### config.mk
export PLATFORM = sky130hd
export DESIGN_NAME = key_vector_debouncer_top_flat
export DESIGN_NICKNAME = d
export VERILOG_FILES = /design/src/hw/rtl/kvd_pkg.sv /design/src/hw/rtl/kvd_if.sv /design/src/hw/rtl/kvd_csr.sv /design/src/hw/rtl/kvd_core.sv /design/src/hw/rtl/key_vector_debouncer_top.sv /design/src/flat_wrapper.sv
export SDC_FILE = /design/constraint.sdc
export NUM_CORES = 1
export LEC_CHECK = 0
export BUFFER_PORTS_ARGS = -buffer_cell sky130_fd_sc_hd__buf_2
export CORE_MARGIN = 3
export CORE_UTILIZATION = 45
export CTS_CLUSTER_DIAMETER = 150
export DETAILED_ROUTE_END_ITERATION = 12
export PLACE_DENSITY_LB_ADDON = 0.25
export SYNTH_ARGS = -nofsm -noshare
export SYNTH_HDL_FRONTEND = slang
export SYNTH_SLANG_ARGS = --single-unit
### constraint.sdc
create_clock -name clock -period 6.9 [get_ports clock]
set_input_delay 0.345 -clock clock [delete_from_list [all_inputs] [get_ports clock]]
set_output_delay 0.345 -clock clock [all_outputs]
set_load 0.005 [all_outputs]
### src/hw/rtl/kvd_pkg.sv
// Shared types and constants for the key vector debouncer.
// No dependencies; used by the interfaces and every module of the block.
package kvd_pkg;

   localparam int KEY_COUNT = 16;
   localparam int VEC_W     = 16;
   localparam int KEY_SEL_W = $clog2(VEC_W);
   localparam int IDX_W     = 8;
   localparam int TIME_W    = 32;
   localparam int DEB_W     = 16;
   localparam int CSR_IDX_W = 1;
   localparam int CSR_DAT_W = 16;

   localparam logic [VEC_W-1:0] KEY_MASK =
      VEC_W'((VEC_W+1)'(1) << KEY_COUNT) - VEC_W'(1);
   localparam logic [IDX_W-1:0] KEY_LIMIT = IDX_W'(KEY_COUNT);

   // item kinds
   localparam logic FUNC_SAMPLE = 1'b0;
   localparam logic FUNC_QUERY  = 1'b1;

   // register indexes
   localparam logic [CSR_IDX_W-1:0] CSR_ACTIVE_LOW  = CSR_IDX_W'(0);
   localparam logic [CSR_IDX_W-1:0] CSR_DEBOUNCE_MS = CSR_IDX_W'(1);

   localparam logic [DEB_W-1:0] DEBOUNCE_RESET = DEB_W'(20);

   typedef struct packed {
      logic              func;
      logic [VEC_W-1:0]  raw_bits;
      logic [TIME_W-1:0] now_ms;
      logic [IDX_W-1:0]  key_index;
   } req_type;

   typedef struct packed {
      logic [VEC_W-1:0] stable_keys;
      logic [VEC_W-1:0] raw_keys;
      logic [VEC_W-1:0] pending_edges;
      logic             key_pressed;
      logic             key_just_pressed;
   } rsp_type;

   typedef struct packed {
      logic             active_low;
      logic [DEB_W-1:0] debounce_ms;
   } cfg_type;

endpackage

### src/hw/rtl/kvd_if.sv
// Valid/ready channel interfaces for request and response beats.
// Depends on kvd_pkg for field widths.
interface kvd_req_if;
   logic                            valid;
   logic                            ready;
   logic                            func;
   logic [kvd_pkg::VEC_W-1:0]       raw_bits;
   logic [kvd_pkg::TIME_W-1:0]      now_ms;
   logic [kvd_pkg::IDX_W-1:0]       key_index;

   modport source (output valid, func, raw_bits, now_ms, key_index, input ready);
   modport sink   (input valid, func, raw_bits, now_ms, key_index, output ready);
endinterface

interface kvd_rsp_if;
   logic                            valid;
   logic                            ready;
   logic [kvd_pkg::VEC_W-1:0]       stable_keys;
   logic [kvd_pkg::VEC_W-1:0]       raw_keys;
   logic [kvd_pkg::VEC_W-1:0]       pending_edges;
   logic                            key_pressed;
   logic                            key_just_pressed;

   modport source (output valid, stable_keys, raw_keys, pending_edges, key_pressed,
                   key_just_pressed, input ready);
   modport sink   (input valid, stable_keys, raw_keys, pending_edges, key_pressed,
                   key_just_pressed, output ready);
endinterface

### src/hw/rtl/kvd_csr.sv
// Configuration registers: active-low select and debounce time.
// Depends on kvd_pkg.
module kvd_csr (
   input  logic                              clock,
   input  logic                              reset,
   input  logic                              csr_we,
   input  logic [kvd_pkg::CSR_IDX_W-1:0]     csr_index,
   input  logic [kvd_pkg::CSR_DAT_W-1:0]     csr_wdata,
   output kvd_pkg::cfg_type                  cfg
);

   kvd_pkg::cfg_type cfg_ff;
   kvd_pkg::cfg_type cfg_in;

   always_comb begin
      cfg_in = cfg_ff;
      if (csr_we) begin
         unique case (csr_index)
            kvd_pkg::CSR_ACTIVE_LOW:  cfg_in.active_low  = csr_wdata[0];
            kvd_pkg::CSR_DEBOUNCE_MS: cfg_in.debounce_ms = csr_wdata[kvd_pkg::DEB_W-1:0];
            default:                  cfg_in = cfg_ff;
         endcase
      end
   end

   always_ff @(posedge clock) begin
      if (reset) begin
         cfg_ff.active_low  <= 1'b0;
         cfg_ff.debounce_ms <= kvd_pkg::DEBOUNCE_RESET;
      end else begin
         cfg_ff <= cfg_in;
      end
   end

   assign cfg = cfg_ff;

endmodule

### src/hw/rtl/kvd_core.sv
// Debounce state and per-beat update: candidate/stable tracking, edge flags,
// key queries. Depends on kvd_pkg.
module kvd_core (
   input  logic                 clock,
   input  logic                 reset,
   input  logic                 fire,
   input  kvd_pkg::req_type     req,
   input  kvd_pkg::cfg_type     cfg,
   output kvd_pkg::rsp_type     rsp
);

   logic [kvd_pkg::VEC_W-1:0]     raw_ff, raw_in;
   logic [kvd_pkg::VEC_W-1:0]     cand_ff, cand_in;
   logic [kvd_pkg::VEC_W-1:0]     stable_ff, stable_in;
   logic [kvd_pkg::VEC_W-1:0]     edge_ff, edge_in;
   logic [kvd_pkg::TIME_W-1:0]    change_ff, change_in;

   logic [kvd_pkg::VEC_W-1:0]     cond_bits;
   logic [kvd_pkg::TIME_W-1:0]    elapsed;
   logic                          hold_done;
   logic                          in_range;
   logic [kvd_pkg::KEY_SEL_W-1:0] key_sel;
   logic                          pressed;
   logic                          just;

   assign cond_bits = (cfg.active_low ? ~req.raw_bits : req.raw_bits) & kvd_pkg::KEY_MASK;
   assign elapsed   = req.now_ms - change_ff;
   assign hold_done = elapsed >= {{(kvd_pkg::TIME_W-kvd_pkg::DEB_W){1'b0}}, cfg.debounce_ms};
   assign in_range  = req.key_index < kvd_pkg::KEY_LIMIT;
   assign key_sel   = req.key_index[kvd_pkg::KEY_SEL_W-1:0];

   always_comb begin
      raw_in    = raw_ff;
      cand_in   = cand_ff;
      stable_in = stable_ff;
      edge_in   = edge_ff;
      change_in = change_ff;
      pressed   = 1'b0;
      just      = 1'b0;
      unique case (req.func)
         kvd_pkg::FUNC_SAMPLE: begin
            raw_in = cond_bits;
            if (cond_bits != cand_ff) begin
               // restart the hold window
               cand_in   = cond_bits;
               change_in = req.now_ms;
            end else if (cond_bits != stable_ff && hold_done) begin
               stable_in = cond_bits;
               edge_in   = edge_ff | (cond_bits & ~stable_ff);
            end
         end
         kvd_pkg::FUNC_QUERY: begin
            if (in_range) begin
               pressed          = stable_ff[key_sel];
               just             = edge_ff[key_sel];
               edge_in[key_sel] = 1'b0;
            end
         end
         default: begin
            raw_in = raw_ff;
         end
      endcase
   end

   always_ff @(posedge clock) begin
      if (reset) begin
         raw_ff    <= '0;
         cand_ff   <= '0;
         stable_ff <= '0;
         edge_ff   <= '0;
         change_ff <= '0;
      end else if (fire) begin
         raw_ff    <= raw_in;
         cand_ff   <= cand_in;
         stable_ff <= stable_in;
         edge_ff   <= edge_in;
         change_ff <= change_in;
      end
   end

   assign rsp.stable_keys      = stable_in;
   assign rsp.raw_keys         = raw_in;
   assign rsp.pending_edges    = edge_in;
   assign rsp.key_pressed      = pressed;
   assign rsp.key_just_pressed = just;

endmodule

### src/hw/rtl/key_vector_debouncer_top.sv
// Key vector debouncer top level: input register, state update, result register.
// Beats go from the input register through the core into the result register.
// Throughput: one beat per cycle unless rsp_ch stalls; state update compares.
// Reset: synchronous, active high; clears all debounce state, both stage valids,
// and sets active_low to 0 and debounce_ms to 20. Depends on kvd_pkg, kvd_if.
module key_vector_debouncer_top (
   input  logic                          clock,
   input  logic                          reset,
   kvd_req_if.sink                       req_ch,
   kvd_rsp_if.source                     rsp_ch,
   input  logic                          csr_we,
   input  logic [kvd_pkg::CSR_IDX_W-1:0] csr_index,
   input  logic [kvd_pkg::CSR_DAT_W-1:0] csr_wdata
);

   kvd_pkg::cfg_type cfg;
   kvd_pkg::req_type req_beat;
   kvd_pkg::req_type in_data_ff;
   kvd_pkg::rsp_type rsp_next;
   kvd_pkg::rsp_type out_data_ff;
   logic             in_valid_ff, in_valid_in;
   logic             out_valid_ff, out_valid_in;
   logic             advance;
   logic             req_fire;

   assign req_beat.func      = req_ch.func;
   assign req_beat.raw_bits  = req_ch.raw_bits;
   assign req_beat.now_ms    = req_ch.now_ms;
   assign req_beat.key_index = req_ch.key_index;

   // advance the held beat when the result register is free or draining
   assign advance      = in_valid_ff && (!out_valid_ff || rsp_ch.ready);
   assign req_ch.ready = !in_valid_ff || advance;
   assign req_fire     = req_ch.valid && req_ch.ready;
   assign in_valid_in  = req_fire || (in_valid_ff && !advance);
   assign out_valid_in = advance || (out_valid_ff && !rsp_ch.ready);

   kvd_csr u_csr (
      .clock     (clock),
      .reset     (reset),
      .csr_we    (csr_we),
      .csr_index (csr_index),
      .csr_wdata (csr_wdata),
      .cfg       (cfg)
   );

   kvd_core u_core (
      .clock (clock),
      .reset (reset),
      .fire  (advance),
      .req   (in_data_ff),
      .cfg   (cfg),
      .rsp   (rsp_next)
   );

   always_ff @(posedge clock) begin
      if (reset) begin
         in_valid_ff  <= 1'b0;
         out_valid_ff <= 1'b0;
      end else begin
         in_valid_ff  <= in_valid_in;
         out_valid_ff <= out_valid_in;
      end
   end

   always_ff @(posedge clock) begin
      if (req_fire) begin
         in_data_ff <= req_beat;
      end
      if (advance) begin
         out_data_ff <= rsp_next;
      end
   end

   assign rsp_ch.valid            = out_valid_ff;
   assign rsp_ch.stable_keys      = out_data_ff.stable_keys;
   assign rsp_ch.raw_keys         = out_data_ff.raw_keys;
   assign rsp_ch.pending_edges    = out_data_ff.pending_edges;
   assign rsp_ch.key_pressed      = out_data_ff.key_pressed;
   assign rsp_ch.key_just_pressed = out_data_ff.key_just_pressed;

endmodule

### src/flat_wrapper.sv
// flat-port wrapper written by rule: the top's interface ports become plain ports
module key_vector_debouncer_top_flat 
  (clock, reset, csr_we, csr_index, csr_wdata, req_ch_valid, req_ch_func, req_ch_raw_bits, req_ch_now_ms, req_ch_key_index, req_ch_ready, rsp_ch_valid, rsp_ch_stable_keys, rsp_ch_raw_keys, rsp_ch_pending_edges, rsp_ch_key_pressed, rsp_ch_key_just_pressed, rsp_ch_ready);
  kvd_req_if req_ch_i ();
  kvd_rsp_if rsp_ch_i ();
  input  logic clock;
  input  logic reset;
  input  logic csr_we;
  input  logic [kvd_pkg::CSR_IDX_W-1:0] csr_index;
  input  logic [kvd_pkg::CSR_DAT_W-1:0] csr_wdata;
  input wire logic [$bits(req_ch_i.valid)-1:0] req_ch_valid;
  input wire logic [$bits(req_ch_i.func)-1:0] req_ch_func;
  input wire logic [$bits(req_ch_i.raw_bits)-1:0] req_ch_raw_bits;
  input wire logic [$bits(req_ch_i.now_ms)-1:0] req_ch_now_ms;
  input wire logic [$bits(req_ch_i.key_index)-1:0] req_ch_key_index;
  output wire logic [$bits(req_ch_i.ready)-1:0] req_ch_ready;
  output wire logic [$bits(rsp_ch_i.valid)-1:0] rsp_ch_valid;
  output wire logic [$bits(rsp_ch_i.stable_keys)-1:0] rsp_ch_stable_keys;
  output wire logic [$bits(rsp_ch_i.raw_keys)-1:0] rsp_ch_raw_keys;
  output wire logic [$bits(rsp_ch_i.pending_edges)-1:0] rsp_ch_pending_edges;
  output wire logic [$bits(rsp_ch_i.key_pressed)-1:0] rsp_ch_key_pressed;
  output wire logic [$bits(rsp_ch_i.key_just_pressed)-1:0] rsp_ch_key_just_pressed;
  input wire logic [$bits(rsp_ch_i.ready)-1:0] rsp_ch_ready;
  assign req_ch_i.valid = req_ch_valid;
  assign req_ch_i.func = req_ch_func;
  assign req_ch_i.raw_bits = req_ch_raw_bits;
  assign req_ch_i.now_ms = req_ch_now_ms;
  assign req_ch_i.key_index = req_ch_key_index;
  assign req_ch_ready = req_ch_i.ready;
  assign rsp_ch_valid = rsp_ch_i.valid;
  assign rsp_ch_stable_keys = rsp_ch_i.stable_keys;
  assign rsp_ch_raw_keys = rsp_ch_i.raw_keys;
  assign rsp_ch_pending_edges = rsp_ch_i.pending_edges;
  assign rsp_ch_key_pressed = rsp_ch_i.key_pressed;
  assign rsp_ch_key_just_pressed = rsp_ch_i.key_just_pressed;
  assign rsp_ch_i.ready = rsp_ch_ready;
  key_vector_debouncer_top u_core (.clock(clock), .reset(reset), .req_ch(req_ch_i), .rsp_ch(rsp_ch_i), .csr_we(csr_we), .csr_index(csr_index), .csr_wdata(csr_wdata));
endmodule
==> After elaboration in Yosys (flattened, before gate mapping) <==
Index checks and enable logic that the tools add are counted.
{ "word_totals": {"register_bits": 222, "elab_cells": 66} }
{ "op_classes": {"n_mux": 15, "add_sub_neg": 1, "reduce_logical": 18, "bitwise_logic": 8, "n_eq_ne": 2, "magnitude_cmp": 4} }
{ "ops": {"columns": ["op", "count"], "rows": [
  ["$mux W16", 8],
  ["$not A16 Y16", 3],
  ["$and A16 B16 Y16", 2],
  ["$ge A32 B16 Y1", 1],
  ["$ne A16 B16 Y1", 2],
  ["$pmux W16 S2", 1],
  ["$sub A32 B32 Y32", 1],
  ["$or A16 B16 Y16", 1],
  ["$bmux W1 S4", 2],
  ["$lt A8 B5 Y1 const B", 1],
  ["$logic_and A1 B1 Y1", 6],
  ["$reduce_and A2 Y1", 3],
  ["$lt A4 B5 Y1 const B", 1],
  ["$demux W1 S4", 1],
  ["$ge A4 B1 Y1 const B", 1],
  ["$logic_not A1 Y1", 4],
  ["$logic_or A1 B1 Y1", 4],
  ["$mux W1", 3],
  ["$reduce_and A3 Y1", 1],
  ["$not A1 Y1", 2]
]} }

==> Depth between registers and ports, before layout <==
Gate-level depths: netlist (run 1).
{ "logic_depth": {"word_depth": 8, "mapped_depth": 21, "mapped_depth_nobuf": 19} }

==> By module <==
From an unflattened synthesis (run 1), not the netlist that was laid out.
{ "unflattened": {"hier_cells": 1157, "area_unflattened_um2": 11382.2} }
{ "by_module_without_submodules": {"columns": ["mod", "n_inst", "cells_each", "area_per_inst_um2", "seq_area_each_um2"], "rows": [
  ["kvd_core", 1, 965, 7327.0, 1921.8],
  ["key_vector_debouncer_top", 1, 117, 3316.9, 3253.1],
  ["kvd_csr", 1, 75, 738.2, 340.3]
]} }

==> Least setup slack after synthesis (run 1) <==
No wires, ideal clock.
{ "synth_path": {"path_type": "register to register", "startpoint": "register u_core.in_data_ff[11] (netlist bit)", "endpoint": "register u_core.out_data_ff (netlist bit u_core.rsp_ch.pending_edges[1]) (data pin)", "period_less_slack_ps": 4713, "n_path_buf": 2, "setup_time_ps": 264, "slack_ps": 2187, "stages_incl_launch_ff": 21, "required_time_ps": 6636, "t_arrival_ps": 4449, "path_cell_list": "edfxtp_1 ha_1 a21o_1 a21oi_2 a21oi_2 a311o_1 a21o_1 a21oi_1 xnor2_1 ha_1 nand2_1 o22ai_1 a2111oi_2 o31ai_1 or4_4 nor4_4 nand4_2 o31ai_2 buf_6 buf_4 a21oi_1"} }
{ "synth_lines": {"columns": ["item", "line_no", "rtl"], "rows": [
  ["start: declaration", "key_vector_debouncer_top.sv:18", "kvd_pkg::req_type in_data_ff;"],
  ["start signal: assignment", "key_vector_debouncer_top.sv:68", "in_data_ff <= req_beat;"],
  ["end signal: assignment", "key_vector_debouncer_top.sv:71", "out_data_ff <= rsp_next;"],
  ["end: declaration", "key_vector_debouncer_top.sv:20", "kvd_pkg::rsp_type out_data_ff;"]
]} }

==> run_results.csv, run 1 <==
group,metric,value,unit
setup_path,cp_slowest_cell,"buf_4",
power,p_sw_share,25.7,%
global_routing,grt_pass1_vias,9143,
clock_network,clock_sinks,222,
setup_path,critPathMaxFanout,47,
timing,min_period,5.46,ns
setup_path,reg2reg_slack,1.44,ns
status,status,"complete, no violations",
global_routing,grt_usage,20.4,%
min_path,holdPathStages,3,
clock_network,post_cts_buffers,0,
floorplanning,dieArea,27900,µm²
synth,synth_edf_count,107,
setup_path,path_delay_family,"compound AO/OA/AOI/OAI gates",
min_path,hold_end,"u_core.in_valid_ff$_SDFF_PP0_",
clock_network,htreeDepth,1,
clock_network,clock_path_buffers,3,
floorplanning,core,25300,µm²
synth,syn_area,11700,µm²
synth,yosys.cell_count.top_type,"nor2_1",
power,leakagePower,0.00529,µW
clock_network,tritoncts,"built",
power,power_frac_comb,15.0,%
synth,yosysSeqAreaShare,47.3,%
clock_network,root_buffer,"clkbuf_16",
setup_path,cp.required,7.14,ns
placement,hpwl,20500,µm
power,p_clk_share,40.4,%
floorplanning,io_pins,131,
setup_path,r2r_end,"u_core.rsp_ch.stable_keys[10]$_DFFE_PP_",
setup_path,ff2ff_path_depth,19,
finish,nets,1512,
clock_network,path_clk_slew,0.06,ns
timing,tns,0,ns
global_routing,antenna_found_initial,0,
timing,drv_slew,0,
clock_network,cts_resized,0,
detailed_routing,dr.pass1.iters,5,
detailed_routing,drc_errors,0,
setup_path,path_cells,"ha_1, nor2b_1, o2111ai_1, a21oi_2, a311o_1, a21o_1, a21oi_1, xnor2_1, ha_1, nand2_1, o22ai_1, a2111oi_2, o31ai_1, or4_4, nor4_4, nand4_2, o31ai_4, buf_4, mux2i_1",
finish,post-route-util,55.1,%
min_path,holdCritPathClass,"in2reg",
finish,area_delta_synth_final,19.6,%
timing,clock.fmax,0.183,GHz
synth,ys_types,67,
synth,synth_flop_cell,"dfxtp_1",
setup_path,max_stage_delay,0.53,ns
power,internal_power,2450,µW
detailed_routing,routed_wl,29100,µm
detailed_routing,via_per_inst,5.43,
setup_path,cpMostUsedCell,"ha_1",
timing,relSlewSlack,32.6,%
power,ir_worst_vdd,0.192,mV
run,drv_cap,0,
synth,synthCells,1212,
min_path,worstHoldStart,"req_ch_valid",
synth,yosys-top-cells-area,"edfxtp_1, dfxtp_1, ha_1",
setup_path,rr_startpoint,"u_core.in_data_ff[9]$_DFFE_PP_",
timing,hold_violations,0,
power,p_seq_share,44.6,%
clock_network,cts_made_buffers,25,
synth,yosysTopAreaCell,"edfxtp_1",
global_routing,grt_overflow,0,
detailed_routing,ant_nets,0,
synth,synth_top_area_share,27.6,%
floorplanning,die_x,167,µm
floorplanning,dieHeight,167,µm
synth,syn_nets,1355,
timing,clock_skew,0.0132,ns
detailed_routing,drt_iter0_drc,646,
placement,place_congestion,0.935,
finish,diodes,0,
power,pwr_density_cell,237,nW/µm²
timing,tightest_slew,1.01,ns
synth,synthArstFlopShare,0,%
timing,rsz0062_at_grt,"no",
floorplanning,start_util,46.0,%
placement,io_buffer_count,130,
setup_path,end_kind,"flop",
synth,avgSynthCellArea,9.62,µm²
timing,setup_violations,0,
synth,synth_common_cells,"nor2_1, dfxtp_1, edfxtp_1",
power,switching_power,849,µW
global_routing,grt_max_degree,67,
timing,post-route-period-util,79.1,%
detailed_routing,via_count,9330,
finish,drive_gt1_share,16.3,%
synth,ys_ff_latch,222,
setup_path,start_kind,"flop",
clock_network,cts_hold_buf,57,
synth,synth_warnings,0,
setup_path,path_buf_inv,1,
global_routing,grt_pass1_wl,47200,µm
detailed_routing,routedWlPerCell,16.9,µm
clock_network,clk_latency,0.54,ns
setup_path,cp.arrival,5.70,ns
setup_path,path_class,"reg2reg",
floorplanning,fp-row-count,58,
## cell type report
| type | count | area [µm²] |
|---|---|---|
| Clock buffer | 39 | 771 |
| Multi-Input combinational cell | 815 | 5450 |
| Clock inverter | 7 | 75.1 |
| Inverter | 104 | 390 |
| Tap cell | 330 | 413 |
| Sequential cell | 222 | 5520 |
| Timing Repair Buffer | 201 | 1330 |
| Fill cell | 2275 | 11400 |
## per-layer routing
layer	wire (µm)	vias up	GRT usage, %
met1	12700	4329	26.4
li1	-	4691	-
met4	1100	0	7.25
met2	14100	241	35.1
met5	0	-	0
met3	1240	69	2.80
## sequential cells by signal, summed over array words and instances, names as in the netlist
name / flops
u_core.u_core.cand_ff: 16
u_core.u_csr.cfg: 17
u_core.rsp_ch.key_pressed: 1
u_core.rsp_ch.key_just_pressed: 1
u_core.u_core.edge_ff: 16
u_core.u_core.raw_ff: 16
u_core.rsp_ch.valid: 1
u_core.u_core.change_ff: 32
u_core.u_core.stable_ff: 16
u_core.rsp_ch.stable_keys: 16
u_core.rsp_ch.pending_edges: 16
u_core.in_valid_ff: 1
u_core.in_data_ff: 57
u_core.rsp_ch.raw_keys: 16
## cells in the final DEF (no fill, tap or decap), types with 10 or more instances in the layout
| cell type | synthesis | routed |
|---|---|---|
| buf_2 | 13 | 129 |
| a21oi_1 | 100 | 100 |
| dlygate4sd3_1 | 0 | 57 |
| o211ai_1 | 11 | 11 |
| a211oi_1 | 52 | 52 |
| buf_4 | 2 | 15 |
| ha_1 | 63 | 63 |
| mux2i_1 | 22 | 22 |
| o22ai_1 | 14 | 14 |
| nand2_1 | 85 | 85 |
| xnor2_1 | 41 | 41 |
| mux2_2 | 16 | 16 |
| edfxtp_1 | 107 | 107 |
| nor2_1 | 147 | 147 |
| nand4_1 | 20 | 20 |
| inv_1 | 103 | 103 |
| o21ai_0 | 38 | 38 |
| nand3_1 | 38 | 38 |
| a31oi_1 | 23 | 23 |
| clkbuf_16 | 0 | 27 |
| mux4_2 | 10 | 10 |
| dfxtp_1 | 115 | 115 |
## kinds of logic after synthesis
logic type / synth area share (%)
flip-flops: 47.3
XOR/XNOR: 3.61
buffers and inverters: 6.11
AND/OR/NAND/NOR: 13.5
adder cells (fa/ha/maj): 6.93
AO/OA/AOI/OAI: 17.1
multiplexers: 5.37
## through the flow
| step | hold WS (ns) | std cells | cell area, µm² | setup slack (ns) | power, µW |
|---|---|---|---|---|---|
| final | 0.0357 | 1718 | 13900 | 1.44 | 3300 |
| after global routing | 0.0295 | 1718 | 13900 | 1.11 | 3460 |
| after CTS | 0.0138 | 1718 | 13900 | 1.44 | 3330 |
| after detailed placement | 0.451 | 1615 | 12500 | 1.48 | 1970 |
| after global placement | 0.444 | 1615 | 12500 | 1.62 | 1960 |
| after floorplan | 0.436 | 1212 | 11700 | 2.19 | 1820 |
## worst max-delay path by stage
stage | start | endpoint | slack [ns] | cells past startpoint
detailed placement | u_core.u_core.change_ff[1]$_SDFFE_PP0P_ | u_core.rsp_ch.stable_keys[10]$_DFFE_PP_ | 1.48 | 20
finish | u_core.in_data_ff[9]$_DFFE_PP_ | u_core.rsp_ch.stable_keys[10]$_DFFE_PP_ | 1.44 | 19
floorplan | u_core.in_data_ff[11]$_DFFE_PP_ | u_core.rsp_ch.pending_edges[1]$_DFFE_PP_ | 2.19 | 20
global route | u_core.in_data_ff[15]$_DFFE_PP_ | u_core.rsp_ch.pending_edges[4]$_DFFE_PP_ | 1.11 | 19
global placement | u_core.in_data_ff[15]$_DFFE_PP_ | u_core.rsp_ch.stable_keys[5]$_DFFE_PP_ | 1.62 | 19
CTS | u_core.u_core.change_ff[1]$_SDFFE_PP0P_ | u_core.rsp_ch.stable_keys[10]$_DFFE_PP_ | 1.44 | 20
## power by group through the flow
stage	Sequential, µW	Combinational, µW	Clock, µW
6_report	1470	495	1340
5_1_grt	1480	553	1430
4_1_cts	1470	495	1360
3_5_place_dp	1500	469	0
3_3_place_gp	1500	466	0
2_1_floorplan	1490	330	0
## worst reg2reg max path, stage by stage (launching register included)
cell       delay [ns]
edfxtp_1         0.42
ha_1             0.29
nor2b_1          0.14
o2111ai_1        0.31
a21oi_2          0.14
a311o_1          0.48
a21o_1           0.21
a21oi_1          0.17
xnor2_1          0.14
ha_1             0.27
nand2_1          0.07
o22ai_1          0.09
a2111oi_2        0.38
o31ai_1          0.13
or4_4            0.45
nor4_4           0.25
nand4_2          0.21
o31ai_4          0.28
buf_4            0.53
mux2i_1          0.21
(Power assumes the default switching activity.)
==> inputs of run 2 (changes only) <==
Clock period 6.9 ns to 4.55 ns, I/O delays scaled along.
==> run 2 against run 1 <==
Effect of this change:
- register-to-register slack worse by 1.6 ns
- largest power group unchanged
- cell count up 3.8%
- critical path type unchanged
- fmax up 17%
- the run now ends with negative setup slack left
- critical path depth unchanged
- sequential power up 52%
==> run_results.csv, run 2 (synthesis results as in run 1) <==
group,metric,value,unit
setup_path,rr_startpoint,"u_core.in_data_ff[9]$_DFFE_PP_",
timing,rsz0062_at_grt,"yes",
floorplanning,start_util,46.0,%
floorplanning,dieHeight,167,µm
setup_path,cpMostUsedCell,"a21oi_2",
setup_path,critPathMaxFanout,6,
floorplanning,dieArea,27900,µm²
clock_network,clock_path_buffers,3,
global_routing,grt_max_degree,78,
setup_path,ff2ff_path_depth,19,
timing,tns,-3.76,ns
min_path,hold_end,"u_core.rsp_ch.valid$_SDFF_PP0_",
power,ir_worst_vdd,0.278,mV
status,status,"complete, but fails checks",
finish,drive_gt1_share,21.7,%
status,violations,"negative setup slack",
floorplanning,fp-row-count,58,
global_routing,grt_overflow,0,
floorplanning,die_x,167,µm
placement,hpwl,21300,µm
finish,area_delta_synth_final,27.1,%
min_path,holdCritPathClass,"in2reg",
placement,dp_cells,1652,
setup_path,cp_slowest_cell,"or4_4",
finish,nets,1578,
global_routing,grt_pass1_wl,49200,µm
setup_path,path_buf_inv,2,
detailed_routing,dr.pass1.iters,5,
finish,regMostFlops,"u_core.in_data_ff",
finish,final_common_cell,"nor2_1",
setup_path,reg2reg_slack,-0.12,ns
detailed_routing,routedWlPerCell,17.5,µm
global_routing,antenna_found_initial,0,
clock_network,clk_latency,0.53,ns
finish,diodes,0,
setup_path,cp.required,4.82,ns
floorplanning,io_pins,131,
global_routing,grt_usage,21.4,%
clock_network,path_clk_slew,0.06,ns
clock_network,root_buffer,"clkbuf_16",
setup_path,path_delay_family,"compound AO/OA/AOI/OAI gates",
floorplanning,core,25300,µm²
power,leakagePower,0.00567,µW
power,p_total,4960,µW
detailed_routing,drc_errors,0,
setup_path,r2r_end,"u_core.rsp_ch.stable_keys[6]$_DFFE_PP_",
finish,instances_no_fill,1783,
detailed_routing,via_count,9725,
detailed_routing,routed_wl,31200,µm
timing,tightest_slew,0.959,ns
run,drv_cap,0,
finish,largest_register_ffs,57,
timing,min_period,4.67,ns
timing,clock_skew,0.0137,ns
min_path,worstHoldStart,"rsp_ch_ready",
timing,setup_violations,56,
power,pwr_density_cell,335,nW/µm²
placement,place_congestion,0.914,
timing,post-route-period-util,103,%
setup_path,start_kind,"flop",
timing,worst_slack,-0.121,ns
clock_network,cts_made_buffers,25,
finish,post-route-util,58.5,%
clock_network,clock_sinks,222,
setup_path,path_class,"reg2reg",
clock_network,htreeDepth,1,
detailed_routing,ant_nets,0,
setup_path,max_stage_delay,0.49,ns
detailed_routing,drt_iter0_drc,694,
timing,clock.fmax,0.214,GHz
setup_path,path_cells,"ha_1, nor2b_4, o2111ai_4, a21oi_2, a311o_1, a21o_1, a21oi_2, xnor2_1, ha_1, a21oi_2, o221ai_2, a211o_1, or4_4, nor4_4, nand4_2, o31ai_4, buf_6, buf_16, mux2i_1",
placement,io_buffer_count,130,
timing,drv_slew,0,
timing,hold_violations,0,
setup_path,end_kind,"flop",
timing,relSlewSlack,36.1,%
global_routing,grt_pass1_vias,9444,
min_path,holdPathStages,4,
finish,layout_common_cells,"nor2_1, buf_2, dfxtp_1",
detailed_routing,via_per_inst,5.45,
setup_path,cp.arrival,4.94,ns
clock_network,tritoncts,"built",
run 2: area by class of cell:
class / count / area [µm²]
Clock buffer: 37 / 731
Clock inverter: 8 / 46.3
Fill cell: 2192 / 10500
Inverter: 104 / 390
Multi-Input combinational cell: 815 / 5700
Sequential cell: 222 / 5520
Tap cell: 330 / 413
Timing Repair Buffer: 267 / 2020
run 2: worst reg2reg max path, cell delays in order (launching register included):
cell	delay, ns
edfxtp_1	0.39
ha_1	0.28
nor2b_4	0.14
o2111ai_4	0.21
a21oi_2	0.10
a311o_1	0.34
a21o_1	0.17
a21oi_2	0.14
xnor2_1	0.15
ha_1	0.30
a21oi_2	0.16
o221ai_2	0.11
a211o_1	0.24
or4_4	0.49
nor4_4	0.26
nand4_2	0.18
o31ai_4	0.35
buf_6	0.20
buf_16	0.15
mux2i_1	0.07
run 2: per-stage QoR:
stage,instance area (µm²),setup slack [ns],hold slack (ns)
2_1_floorplan,11800,-0.0115,0.326
3_3_place_gp,12900,-0.139,0.404
3_5_place_dp,12900,-0.275,0.406
4_1_cts,14600,-0.0334,0.0139
5_1_grt,14800,-0.377,0.0605
6_report,14800,-0.121,0.0510
run 2: worst max-delay path by stage:
stage                              startpoint                                      to  slack, ns  cells past startpoint
2_1_floorplan  u_core.in_data_ff[9]$_DFFE_PP_  u_core.rsp_ch.stable_keys[0]$_DFFE_PP_      -0.01                     19
3_3_place_gp   u_core.in_data_ff[9]$_DFFE_PP_  u_core.rsp_ch.stable_keys[0]$_DFFE_PP_      -0.14                     18
3_5_place_dp   u_core.in_data_ff[9]$_DFFE_PP_  u_core.rsp_ch.stable_keys[0]$_DFFE_PP_      -0.28                     18
4_1_cts        u_core.in_data_ff[9]$_DFFE_PP_   u_core.u_core.edge_ff[9]$_SDFFE_PP0P_      -0.03                     19
5_1_grt        u_core.in_data_ff[9]$_DFFE_PP_  u_core.rsp_ch.stable_keys[2]$_DFFE_PP_      -0.38                     20
6_report       u_core.in_data_ff[9]$_DFFE_PP_  u_core.rsp_ch.stable_keys[6]$_DFFE_PP_      -0.12                     19
run 2: what timing repair did:
item | CTS | global route
gates cloned | 2 | 3
gates resized for setup | 6 | 44
hold buffers | 74 | 0
hold endpoints to repair | 75 | 0
endpoints found under the setup margin | 63 | 64
pin swaps | 10 | 25
setup buffers | 4 | 3
run 2: power breakdown:
| part | internal [µW] | total, µW | switching [µW] |
|---|---|---|---|
| Clock | 1110 | 1900 | 791 |
| Combinational | 361 | 828 | 467 |
| Sequential | 2190 | 2240 | 51.7 |
run 2: per-layer routing:
metal  GRT usage (%)  vias up  wire [µm]
li1                -     4804          -
met5               0        -          0
met2            38.1      269      15700
met3            2.56       66       1260
met1            27.4     4586      13300
met4            6.13        0        997
